### src/lzhw_pkg.sv
// Package with shared constants and types for the LZ history window copy block.
`default_nettype none
package lzhw_pkg;

  localparam int WINDOW_SIZE_DEF = 32768;
  localparam int MAX_LENGTH_DEF  = 64;

  typedef enum logic [1:0] {
    OP_LITERAL = 2'd0,
    OP_COPY    = 2'd1,
    OP_EOF     = 2'd2,
    OP_UNUSED  = 2'd3
  } op_t;

  typedef enum logic [1:0] {
    ST_IDLE,
    ST_READ,
    ST_WRITE
  } state_t;

  // Commands from the sequencer to the window unit.
  typedef struct packed {
    logic        clear;
    logic        rd_en;
    logic [15:0] back_dist;
    logic        wr_en;
    logic [7:0]  wr_data;
  } win_cmd_t;

  // Registered read result of the window unit.
  typedef struct packed {
    logic       zero;
    logic [7:0] data;
  } win_rsp_t;

endpackage
`default_nettype wire

### src/lzhw_in_if.sv
// Input channel interface: operation items for the history window.
`default_nettype none
interface lzhw_in_if;
  logic        valid;
  logic        ready;
  logic [1:0]  operation;
  logic [7:0]  literal_byte;
  logic [15:0] distance;
  logic [6:0]  copy_length;

  modport source (output valid, output operation, output literal_byte,
                  output distance, output copy_length, input ready);
  modport sink (input valid, input operation, input literal_byte,
                input distance, input copy_length, output ready);
endinterface
`default_nettype wire

### src/lzhw_out_if.sv
// Output channel interface: decompressed bytes.
`default_nettype none
interface lzhw_out_if;
  logic       valid;
  logic       ready;
  logic [7:0] out_byte;
  logic       last;

  modport source (output valid, output out_byte, output last, input ready);
  modport sink (input valid, input out_byte, input last, output ready);
endinterface
`default_nettype wire

### src/lzhw_seq.sv
// Sequencer: takes items, steps copies byte by byte, holds the output register.
`default_nettype none
module lzhw_seq #(
  parameter int MAX_LENGTH = lzhw_pkg::MAX_LENGTH_DEF
) (
  input  wire logic               clk,
  input  wire logic               rst,
  lzhw_in_if.sink                 in_item,
  lzhw_out_if.source              out_item,
  output lzhw_pkg::win_cmd_t      cmd,
  input  wire lzhw_pkg::win_rsp_t rsp
);

  localparam int CW = $clog2(MAX_LENGTH + 1);
  localparam logic [CW-1:0] LEN_MAX = CW'(MAX_LENGTH);
  localparam logic [CW-1:0] ONE     = CW'(1);

  lzhw_pkg::state_t state;
  lzhw_pkg::state_t state_next;

  logic [CW-1:0] remaining;
  logic [CW-1:0] len_sat;
  logic [15:0]   back_dist;
  logic [7:0]    lit_byte;
  logic          is_lit;
  logic          out_valid;
  logic [7:0]    out_data;
  logic          out_last;
  logic          accept;
  logic          out_free;
  logic          emit;
  logic [7:0]    emit_byte;

  assign accept   = in_item.valid && in_item.ready;
  assign out_free = !out_valid || out_item.ready;
  assign emit     = (state == lzhw_pkg::ST_WRITE) && out_free;
  assign len_sat  = (in_item.copy_length > 7'(MAX_LENGTH)) ? LEN_MAX
                                                         : CW'(in_item.copy_length);
  assign emit_byte = is_lit ? lit_byte : (rsp.zero ? 8'd0 : rsp.data);

  always_comb begin
    state_next = state;
    case (state)
      lzhw_pkg::ST_IDLE: begin
        if (accept) begin
          case (in_item.operation)
            lzhw_pkg::OP_LITERAL: state_next = lzhw_pkg::ST_WRITE;
            lzhw_pkg::OP_COPY: begin
              if (len_sat != '0) begin
                state_next = lzhw_pkg::ST_READ;
              end
            end
            default: state_next = lzhw_pkg::ST_IDLE;
          endcase
        end
      end
      lzhw_pkg::ST_READ: state_next = lzhw_pkg::ST_WRITE;
      lzhw_pkg::ST_WRITE: begin
        if (out_free) begin
          state_next = (remaining == ONE) ? lzhw_pkg::ST_IDLE : lzhw_pkg::ST_READ;
        end
      end
      default: state_next = lzhw_pkg::ST_IDLE;
    endcase
  end

  always_comb begin
    in_item.ready = (state == lzhw_pkg::ST_IDLE) && !rst;
    cmd.clear     = accept && (in_item.operation == lzhw_pkg::OP_EOF);
    cmd.rd_en     = (state == lzhw_pkg::ST_READ);
    cmd.back_dist = back_dist;
    cmd.wr_en     = emit;
    cmd.wr_data   = emit_byte;
  end

  assign out_item.valid    = out_valid;
  assign out_item.out_byte = out_data;
  assign out_item.last     = out_last;

  always_ff @(posedge clk) begin
    if (rst) begin
      state     <= lzhw_pkg::ST_IDLE;
      out_valid <= 1'b0;
    end else begin
      state <= state_next;
      if (emit) begin
        out_valid <= 1'b1;
      end else if (out_item.ready) begin
        out_valid <= 1'b0;
      end
    end
  end

  always_ff @(posedge clk) begin
    if (accept) begin
      lit_byte  <= in_item.literal_byte;
      back_dist <= in_item.distance;
      is_lit    <= (in_item.operation == lzhw_pkg::OP_LITERAL);
      remaining <= (in_item.operation == lzhw_pkg::OP_LITERAL) ? ONE : len_sat;
    end else if (emit) begin
      remaining <= remaining - 1'b1;
    end
    if (emit) begin
      out_data <= emit_byte;
      out_last <= (remaining == ONE);
    end
  end

endmodule
`default_nettype wire

### src/flat_wrapper.sv
// flat-port wrapper written by rule: the top's interface ports become plain ports
module lzhw_seq_flat 
#(
  parameter int MAX_LENGTH = lzhw_pkg::MAX_LENGTH_DEF
)
  (clk, rst, cmd, rsp, in_item_valid, in_item_operation, in_item_literal_byte, in_item_distance, in_item_copy_length, in_item_ready, out_item_valid, out_item_out_byte, out_item_last, out_item_ready);
  lzhw_in_if in_item_i ();
  lzhw_out_if out_item_i ();
  input  wire logic clk;
  input  wire logic rst;
  output lzhw_pkg::win_cmd_t cmd;
  input  wire lzhw_pkg::win_rsp_t rsp;
  input wire logic [$bits(in_item_i.valid)-1:0] in_item_valid;
  input wire logic [$bits(in_item_i.operation)-1:0] in_item_operation;
  input wire logic [$bits(in_item_i.literal_byte)-1:0] in_item_literal_byte;
  input wire logic [$bits(in_item_i.distance)-1:0] in_item_distance;
  input wire logic [$bits(in_item_i.copy_length)-1:0] in_item_copy_length;
  output wire logic [$bits(in_item_i.ready)-1:0] in_item_ready;
  output wire logic [$bits(out_item_i.valid)-1:0] out_item_valid;
  output wire logic [$bits(out_item_i.out_byte)-1:0] out_item_out_byte;
  output wire logic [$bits(out_item_i.last)-1:0] out_item_last;
  input wire logic [$bits(out_item_i.ready)-1:0] out_item_ready;
  assign in_item_i.valid = in_item_valid;
  assign in_item_i.operation = in_item_operation;
  assign in_item_i.literal_byte = in_item_literal_byte;
  assign in_item_i.distance = in_item_distance;
  assign in_item_i.copy_length = in_item_copy_length;
  assign in_item_ready = in_item_i.ready;
  assign out_item_valid = out_item_i.valid;
  assign out_item_out_byte = out_item_i.out_byte;
  assign out_item_last = out_item_i.last;
  assign out_item_i.ready = out_item_ready;
  lzhw_seq #(.MAX_LENGTH(MAX_LENGTH)) u_core (.clk(clk), .rst(rst), .in_item(in_item_i), .out_item(out_item_i), .cmd(cmd), .rsp(rsp));
endmodule
### config.mk
export PLATFORM = sky130hd
export DESIGN_NAME = lzhw_seq_flat
export DESIGN_NICKNAME = d
export VERILOG_FILES = /design/src/lzhw_pkg.sv /design/src/lzhw_in_if.sv /design/src/lzhw_out_if.sv /design/src/lzhw_seq.sv /design/src/flat_wrapper.sv
export SDC_FILE = /design/constraint.sdc
export NUM_CORES = 1
export LEC_CHECK = 0
export ABC_AREA = 1
export CORE_MARGIN = 8
export CORE_UTILIZATION = 55
export CTS_CLUSTER_DIAMETER = 80
export DETAILED_ROUTE_END_ITERATION = 16
export DONT_BUFFER_PORTS = 1
export GPL_ROUTABILITY_DRIVEN = 0
export PLACE_DENSITY = 0.79
export RECOVER_POWER = 50
export SETUP_SLACK_MARGIN = 0.2
export SLEW_MARGIN = 15
export SYNTH_ARGS = -nofsm -noshare
export SYNTH_HDL_FRONTEND = slang
export SYNTH_SLANG_ARGS = --single-unit
### constraint.sdc
create_clock -name clk -period 3.4 [get_ports clk]
set_input_delay 0.34 -clock clk [delete_from_list [all_inputs] [get_ports clk]]
set_output_delay 0.34 -clock clk [all_outputs]
set_load 0.005 [all_outputs]
==> results of run 1 <==
stage by stage:
step | worst slack (ns) | power [mW] | hold WS [ns] | cell area [um^2]
after floorplan | 1.79 | 0.724 | 0.409 | 1890
after global placement | 1.62 | 0.738 | 0.415 | 1920
after detailed placement | 1.52 | 0.746 | 0.412 | 1920
after CTS | 1.32 | 1.04 | 0.0359 | 1980
after global routing | 1.18 | 1.07 | 0.0297 | 1960
final | 1.35 | 1.03 | 0.0487 | 1960
cell usage in the layout, fill, tap and decap left out, types with 2 or more instances in the layout:
| cell | count |
|---|---|
| nor2_1 | 20 |
| o21ai_0 | 7 |
| clkbuf_4 | 5 |
| nor3_1 | 3 |
| inv_2 | 2 |
| nand4_1 | 2 |
| nand2_1 | 28 |
| inv_1 | 28 |
| dfxtp_1 | 3 |
| a21oi_1 | 2 |
| o21ai_1 | 7 |
| nand3_1 | 9 |
| edfxtp_1 | 41 |
| o22ai_1 | 2 |
| nor2_2 | 2 |
| ha_1 | 2 |
cells in the mapped netlist:
master | n | area share (%)
a21oi_1 | 2 | 0.53
a22oi_1 | 1 | 0.40
buf_2 | 1 | 0.27
buf_4 | 1 | 0.40
buf_6 | 1 | 0.60
clkbuf_1 | 1 | 0.20
dfxtp_1 | 3 | 3.2
edfxtp_1 | 41 | 65
ha_1 | 2 | 1.3
inv_1 | 28 | 5.6
inv_2 | 2 | 0.40
nand2_1 | 28 | 5.6
nand2_2 | 1 | 0.33
nand3_1 | 8 | 2.1
nand3_2 | 1 | 0.53
nand3b_4 | 1 | 1.1
nand4_1 | 2 | 0.66
nor2_1 | 19 | 3.8
nor2_2 | 2 | 0.66
nor2_4 | 2 | 1.2
nor3_1 | 3 | 0.80
o21ai_0 | 4 | 1.1
o21ai_1 | 10 | 2.7
o21bai_1 | 1 | 0.40
o22ai_1 | 2 | 0.66
or2_1 | 1 | 0.33
cell families (layout without fill, tap and decap cells):
kind of cell,count (synthesis),in the layout,share of synthesized area (%)
flip-flops,44,44,68.5
AND/OR/NAND/NOR,68,68,17.1
adder cells (fa/ha/maj),2,2,1.33
AO/OA/AOI/OAI,20,20,5.71
buffers and inverters,34,36,7.43
sequential cells by signal, summed over array words and instances, names as in the netlist:
signal,flops
u_core.back_dist,16
u_core.lit_byte,8
u_core.out_item.out_byte,8
u_core.remaining,7
u_core.state,2
u_core.is_lit,1
u_core.out_item.last,1
u_core.out_item.valid,1
layout make-up:
type | count | area, um^2 | share of cell area [%]
Tap cell | 46 | 57.6 | 2.94
Clock inverter | 1 | 30.0 | 1.53
Inverter | 30 | 113 | 5.75
Multi-Input combinational cell | 90 | 429 | 21.9
Clock buffer | 5 | 37.5 | 1.92
Sequential cell | 44 | 1290 | 65.9
worst reg2reg max path: cells and delay by family, from the launching register on:
| kind | cells | cell delay [ns] |
|---|---|---|
| DFF | 1 | 0.37 |
| buffers and inverters | 1 | 0.82 |
| and+or+nand+nor | 2 | 0.42 |
path summary, 6_finish.rpt:
kind / from / to / slack, ns
min: rst / u_core.out_item.valid$_SDFFE_PP0P_ / 0.05
min reg2reg: u_core.out_item.valid$_SDFFE_PP0P_ / u_core.out_item.valid$_SDFFE_PP0P_ / 0.60
max: u_core.state[1]$_SDFFE_PP0P_ / cmd[8] / 1.35
max reg2reg: u_core.state[0]$_SDFFE_PP0P_ / u_core.back_dist[6]$_DFFE_PP_ / 1.42
power by group through the flow:
| stage | Clock, mW | Combinational (mW) | Sequential, mW |
|---|---|---|---|
| 3_3_place_gp | 0 | 0.0801 | 0.658 |
| 6_report | 0.297 | 0.0823 | 0.647 |
| 2_1_floorplan | 0 | 0.0714 | 0.652 |
| 3_5_place_dp | 0 | 0.0862 | 0.660 |
| 4_1_cts | 0.305 | 0.0867 | 0.647 |
| 5_1_grt | 0.328 | 0.0952 | 0.650 |
per-layer routing:
layer | track usage, % | part of all wire, % | vias to the layer above | wire length (um)
li1 | - | - | 561 | -
met1 | 15.3 | 36 | 522 | 1420
met2 | 23.9 | 53 | 59 | 2110
met3 | 6.47 | 10 | 6 | 420
met4 | 5.22 | 1.2 | 0 | 50
met5 | 0 | 0 | - | 0
==> impl_metrics.toml, run 1 <==
[synth]
synth_fp_nets = 216
netlist_area_um2 = 1890
synth.yosys.seq_area_share_pct = 68.5
ys_ff_latch = 44
syn_inst = 168
synth_cell_type_count = 26
synth_area_per_cell_um2 = 11.2
synth-warning-count = 0

[final_layout]
synthToLayoutAreaGrowth_pct = 3.85
n_fill_cell = 284
layout-drive-gt1-share_pct = 7.06
final_nets = 219
layout.cells.non_filler = 216
antennaDiodeCount = 0
post-route-util_pct = 59.1

[hold_path]
hold_path_class = "in2reg"
whs_path_depth = 1

[drt]
avgRoutedWirePerCell_um = 18.5
vias_per_cell = 5.31
drc = 0
ant_nets = 0
wl_mm = 4.00
drtIter0Drc = 82
num_vias = 1148
drt_pass1_iterations = 4

[die]
coreArea_um2 = 3310
design.die.area_um2 = 5560
initial_core_util_pct = 57.0
num_io_pins = 84
fp.dieW_um = 74.6
rows = 21
die_y_um = 74.6

[setup_path]
start_kind = "flop"
crit_buf_inv = 2
crit_top_cell = "inv_2"
worst_path_largest_cell_delay_ns = 0.67
crit_type = "reg2out"
critical_path.slowest_cell = "nor2_1"
cp.required_ns = 3.06
critPathMaxFanout = 10
endpoint_kind = "output pin"
crit_chain = "inv_2 > nor2_2 > inv_2 > nor2_1"
rr_worst_depth = 3
cp.depth = 4
critPathArrivalTime_ns = 1.71
path_delay_family = "simple AND/OR/NAND/NOR gates"

[sta]
worst_pin_slew_ns = 1.07
finalHoldViolations = 0
rsz0062_at_grt = "no"
final_max_slew_viol_count = 0
clock_skew_ns = 0.00638
setup_violations = 0
max_freq_ghz = 0.488
finalSetupTns_ns = 0
finalCritPeriodShare_pct = 60.3
min_period_ns = 2.05
slew_headroom_pct = 28.2

[pwr]
pwr-share-comb_pct = 8.0
seq_power_share_pct = 63.0
switchingPower_uw = 225
p_clk_share_pct = 28.9
p_per_area_nw_per_um2 = 524
p_leak_nw = 0.765
p_int_uw = 801
peakVddDrop_uv = 242
swShare_pct = 21.9

[clock_network]
root_buffer = "clkbuf_4"
cts_buffer_depth = 2
cts_tree = "built"
cts_made_buffers = 5
post_cts_buffers = 0
h-tree-depth = 2
clock_latency_ns = 0.34
post_cts_resized = 0
cts-hold-fix-buffers = 0
clk_transition_reported_paths_ns = 0.11
numClockSinks = 44

[grt]
grt_pass1_wl_mm = 5.84
grt_overflow = 0
track_usage_pct = 14.2
antenna_found_initial = 0
grt_max_degree = 27
grt_pass1_vias = 1153

[job]
drv_cap = 0

[placement]
numPlacedInstances = 210
place_hpwl_mm = 3.22
io_buffers = 0

[status]
status = "complete, no violations"
Power figures use the tool's default switching activity.
==> inputs of run 2 (changes only) <==
clock period = 1.9 ns   (was 3.4 ns; I/O delays follow)
==> impl_metrics.toml, run 2 (synthesized netlist as in run 1, its figures left out) <==
[clock_network]
clock_latency_ns = 0.35
cts_made_buffers = 5
root_buffer = "clkbuf_4"
clk_transition_reported_paths_ns = 0.12
h-tree-depth = 2
cts_tree = "built"
cts_buffer_depth = 2
numClockSinks = 44

[grt]
track_usage_pct = 15.2
grt_pass1_wl_mm = 6.29
grt_pass1_vias = 1299
grt-busiest-layer = "met2"
global_route.usage.met3_pct = 5.80
grt_overflow = 0
antenna_found_initial = 0
grt_util_met2_pct = 27.1
grt_max_degree = 18
met1_usage_pct = 15.7

[placement]
place_hpwl_mm = 3.22
place_area_um2 = 1950
numPlacedInstances = 214
io_buffers = 0

[job]
drv_cap = 0

[drt]
ant_nets = 0
wl_mm = 4.27
drtIter0Drc = 82
num_vias = 1298
drt_pass1_iterations = 4
drc = 0
vias_per_cell = 5.23
avgRoutedWirePerCell_um = 17.2

[pwr]
power.total_mw = 1.93
p_clk_share_pct = 29.3
seq_power_share_pct = 59.9
p_int_mw = 1.49
swShare_pct = 22.7
peakVddDrop_uv = 431
switchingPower_uw = 437
p_per_area_nw_per_um2 = 843
pwr-share-comb_pct = 10.8
p_leak_nw = 0.913

[status]
status = "complete, no violations"

[setup_path]
critPathArrivalTime_ns = 1.43
critPathMaxFanout = 8
crit_chain = "or2_1 > o21ai_0"
critical_path.slowest_cell = "edfxtp_1"
worst_path_largest_cell_delay_ns = 0.43
start_kind = "flop"
r2r_start = "u_core.remaining[0]$_DFFE_PP_"
cp.required_ns = 1.71
endpoint_kind = "output pin"
crit_type = "reg2out"
cp-startpoint = "u_core.is_lit$_DFFE_PP_"

[final_layout]
fin_area_um2 = 2280
antennaDiodeCount = 0
mostFrequentLayoutCells = "edfxtp_1 (41), inv_1 (28), nand2_1 (28), dlygate4sd3_1 (25), nor2_1 (19)"
top_register = "u_core.back_dist"
synthToLayoutAreaGrowth_pct = 21.1
layout_commonest_cell = "edfxtp_1"
final_nets = 249
layout-drive-gt1-share_pct = 10.4
largest_reg_flops = 16
layout.cells.non_filler = 248
multi_input_area_um2 = 454
n_fill_cell = 246
seq_area_um2 = 1290

[hold_path]
min_from = "in_item_copy_length[2]"
hold_path_class = "in2reg"

[sta]
finalHoldWorstSlack_ns = 0.0450
rsz0062_at_grt = "no"
finalCritPeriodShare_pct = 85.0
worst_pin_slew_ns = 0.369
finalSetupTns_ns = 0
setup_violations = 0
clock_skew_ns = 0.00894
max_freq_ghz = 0.619
min_period_ns = 1.62
finalHoldViolations = 0
final_max_slew_viol_count = 0
slew_headroom_pct = 75.2

[die]
design.die.area_um2 = 5560
fp.dieW_um = 74.6
die_y_um = 74.6
rows = 21
initial_core_util_pct = 57.0
num_io_pins = 84
coreArea_um2 = 3310
[run 2: power by group through the flow]
stage / sequential, mW / combinational [mW] / clock [mW]
after floorplan: 1.17 / 0.128 / 0
after global placement: 1.18 / 0.152 / 0
after detailed placement: 1.18 / 0.162 / 0
after CTS: 1.15 / 0.211 / 0.587
after global routing: 1.16 / 0.231 / 0.624
final: 1.15 / 0.207 / 0.564
[run 2: through the flow]
| stage | setup slack (ns) | utilization [%] |
|---|---|---|
| after detailed placement | 0.487 | 58.8 |
| after floorplan | 0.290 | - |
| after global routing | 0.150 | 69.0 |
| final | 0.284 | 69.0 |
| after CTS | 0.311 | 69.0 |
| after global placement | 0.611 | 58.8 |
[run 2: layer usage]
layer / wire (um) / up-vias
li1: - / 628
met1: 1560 / 601
met2: 2330 / 65
met3: 355 / 4
met4: 14 / 0
met5: 0 / -
[run 2: cell type report]
| cell class | count | area share (%) |
|---|---|---|
| well taps | 46 | 2.52 |
| multi-input cells | 90 | 19.9 |
| repair buffers | 30 | 12.6 |
| clock buffers | 5 | 1.64 |
| inverters | 30 | 4.93 |
| clock inverters | 3 | 1.86 |
| flip-flops and latches | 44 | 56.5 |
[run 2: what timing repair did]
item | 4_1_cts | 5_1_grt
hold buffers | 25 | 0
gates resized for setup | 0 | 0
setup endpoints to repair | 8 | 0
buffers inserted | 1 | 0
endpoints found under the hold margin | 27 | 0
[run 2: worst max-delay path: cells and delay by family (launching register included)]
| kind | cells | cell delay, ns |
|---|---|---|
| and+or+nand+nor | 1 | 0.31 |
| AOI/OAI and AO/OA | 1 | 0.35 |
| DFF | 1 | 0.43 |
[run 2: path summary, 6_finish.rpt]
path,slack [ns],to,cells after the start
worst min register to register,0.61,u_core.out_item.valid$_SDFFE_PP0P_,4
worst min-delay path,0.05,u_core.remaining[2]$_DFFE_PP_,2
worst max-delay path,0.28,cmd[0],2
worst max register to register,0.49,u_core.remaining[6]$_DFFE_PP_,5
==> inputs of run 3 (changes only) <==
clock period = 1.8 ns   (was 1.9 ns; I/O delays follow)
==> impl_metrics.toml, run 3 (synthesized netlist as in run 1, its figures left out) <==
[status]
status = "complete, no violations"

[die]
num_io_pins = 84
design.die.area_um2 = 5560
die_y_um = 74.6
coreArea_um2 = 3310
initial_core_util_pct = 57.0
fp.dieW_um = 74.6
rows = 21

[placement]
place_area_um2 = 1930
dpl_worst_slack_ns = 0.210
io_buffers = 0
numPlacedInstances = 212
place_hpwl_mm = 3.21

[sta]
min_period_ns = 1.61
final_max_slew_viol_count = 0
rsz0062_at_grt = "yes"
finalCritPeriodShare_pct = 89.4
fin_ws_ns = 0.191
max_freq_ghz = 0.621
finalHoldWorstSlack_ns = 0.0275
finalHoldViolations = 0
setup_violations = 0
clock_skew_ns = 0.0108
worst_pin_slew_ns = 0.373
slew_headroom_pct = 75.1
finalSetupTns_ns = 0

[final_layout]
layout-drive-gt1-share_pct = 9.95
largest_reg_flops = 16
multi_input_area_um2 = 455
post-route-util_pct = 68.9
n_fill_cell = 243
top_register = "u_core.back_dist"
mostFrequentLayoutCells = "edfxtp_1 (41), inv_1 (28), nand2_1 (28), dlygate4sd3_1 (25), nor2_1 (20)"
final_nets = 248
fin_area_um2 = 2280
seq_area_um2 = 1290
synthToLayoutAreaGrowth_pct = 21.0
layout_commonest_cell = "edfxtp_1"
antennaDiodeCount = 0
layout.cells.non_filler = 247

[setup_path]
crit_buf_inv = 3
path_delay_family = "flip-flops"
critPathMaxFanout = 10
crit_type = "reg2out"
crit_chain = "inv_1 > nor2_1 > inv_2 > nor2_1 > buf_4"
cp.required_ns = 1.62
crit_top_cell = "nor2_1"
start_kind = "flop"
endpoint_kind = "output pin"
critical_path.slowest_cell = "dfxtp_1"
worst_path_largest_cell_delay_ns = 0.46
critPathArrivalTime_ns = 1.43

[clock_network]
clock_latency_ns = 0.35
cts_tree = "built"
cts_buffer_depth = 2
numClockSinks = 44
root_buffer = "clkbuf_4"
h-tree-depth = 2
clk_transition_reported_paths_ns = 0.13
cts_made_buffers = 5

[grt]
grt_pass1_wl_mm = 6.67
antenna_found_initial = 0
grt_max_degree = 27
grt_overflow = 0
track_usage_pct = 16.4
grt_pass1_vias = 1321

[drt]
ant_nets = 0
drc = 0
drtIter0Drc = 75
avgRoutedWirePerCell_um = 18.1
num_vias = 1292
wl_mm = 4.48
drt_pass1_iterations = 4
vias_per_cell = 5.23

[pwr]
p_per_area_nw_per_um2 = 894
peakVddDrop_uv = 510
power.total_mw = 2.04
p_leak_nw = 0.897

[job]
drv_cap = 0

[hold_path]
hold_path_class = "in2reg"
[run 3: cell types whose count changed in the layout (fill, tap and decap cells not counted)]
cell	change
inv_2	-1
o21ai_1	+6
o21ai_0	-7
o21ai_2	+1
nor2_2	-1
nor2_1	+1
buf_4	-2
clkinvlp_4	+2
[run 3: final timing paths]
path / start / end / slack (ns) / cells past startpoint
max reg2reg: u_core.state[1]$_SDFFE_PP0P_ / u_core.remaining[1]$_DFFE_PP_ / 0.32 / 5
max: u_core.state[1]$_SDFFE_PP0P_ / cmd[8] / 0.19 / 5
min reg2reg: u_core.lit_byte[4]$_DFFE_PP_ / u_core.out_item.out_byte[4]$_DFFE_PP_ / 0.59 / 2
min: in_item_copy_length[2] / u_core.remaining[2]$_DFFE_PP_ / 0.03 / 2
[run 3: area by class of cell]
| cell class | count | share of cell area (%) |
|---|---|---|
| Timing Repair inverter | 1 | 0.329 |
| Clock inverter | 3 | 1.87 |
| Tap cell | 46 | 2.52 |
| Multi-Input combinational cell | 90 | 20.0 |
| Timing Repair Buffer | 28 | 12.0 |
| Clock buffer | 5 | 1.65 |
| Sequential cell | 44 | 56.6 |
| Inverter | 30 | 5.10 |
[run 3: what timing repair did]
item / 4_1_cts / 5_1_grt
buffers inserted: 1 / 0
hold endpoints to repair: 27 / 0
hold buffers: 25 / 0
gates resized for setup: 0 / 3
gates cloned: 0 / 1
endpoints found under the setup margin: 9 / 35
[run 3: layer usage]
metal	GRT usage (%)	vias to the layer above	share of wire [%]
met3	6.74	10	9.8
met4	7.61	0	2.1
met1	16.1	589	34
li1	-	622	-
met5	0	-	0
met2	29.0	71	54
[run 3: power breakdown]
| group | switching (mW) | internal, mW | total (mW) |
|---|---|---|---|
| Sequential | 0.0319 | 1.19 | 1.22 |
| Clock | 0.308 | 0.290 | 0.599 |
| Combinational | 0.129 | 0.0918 | 0.221 |
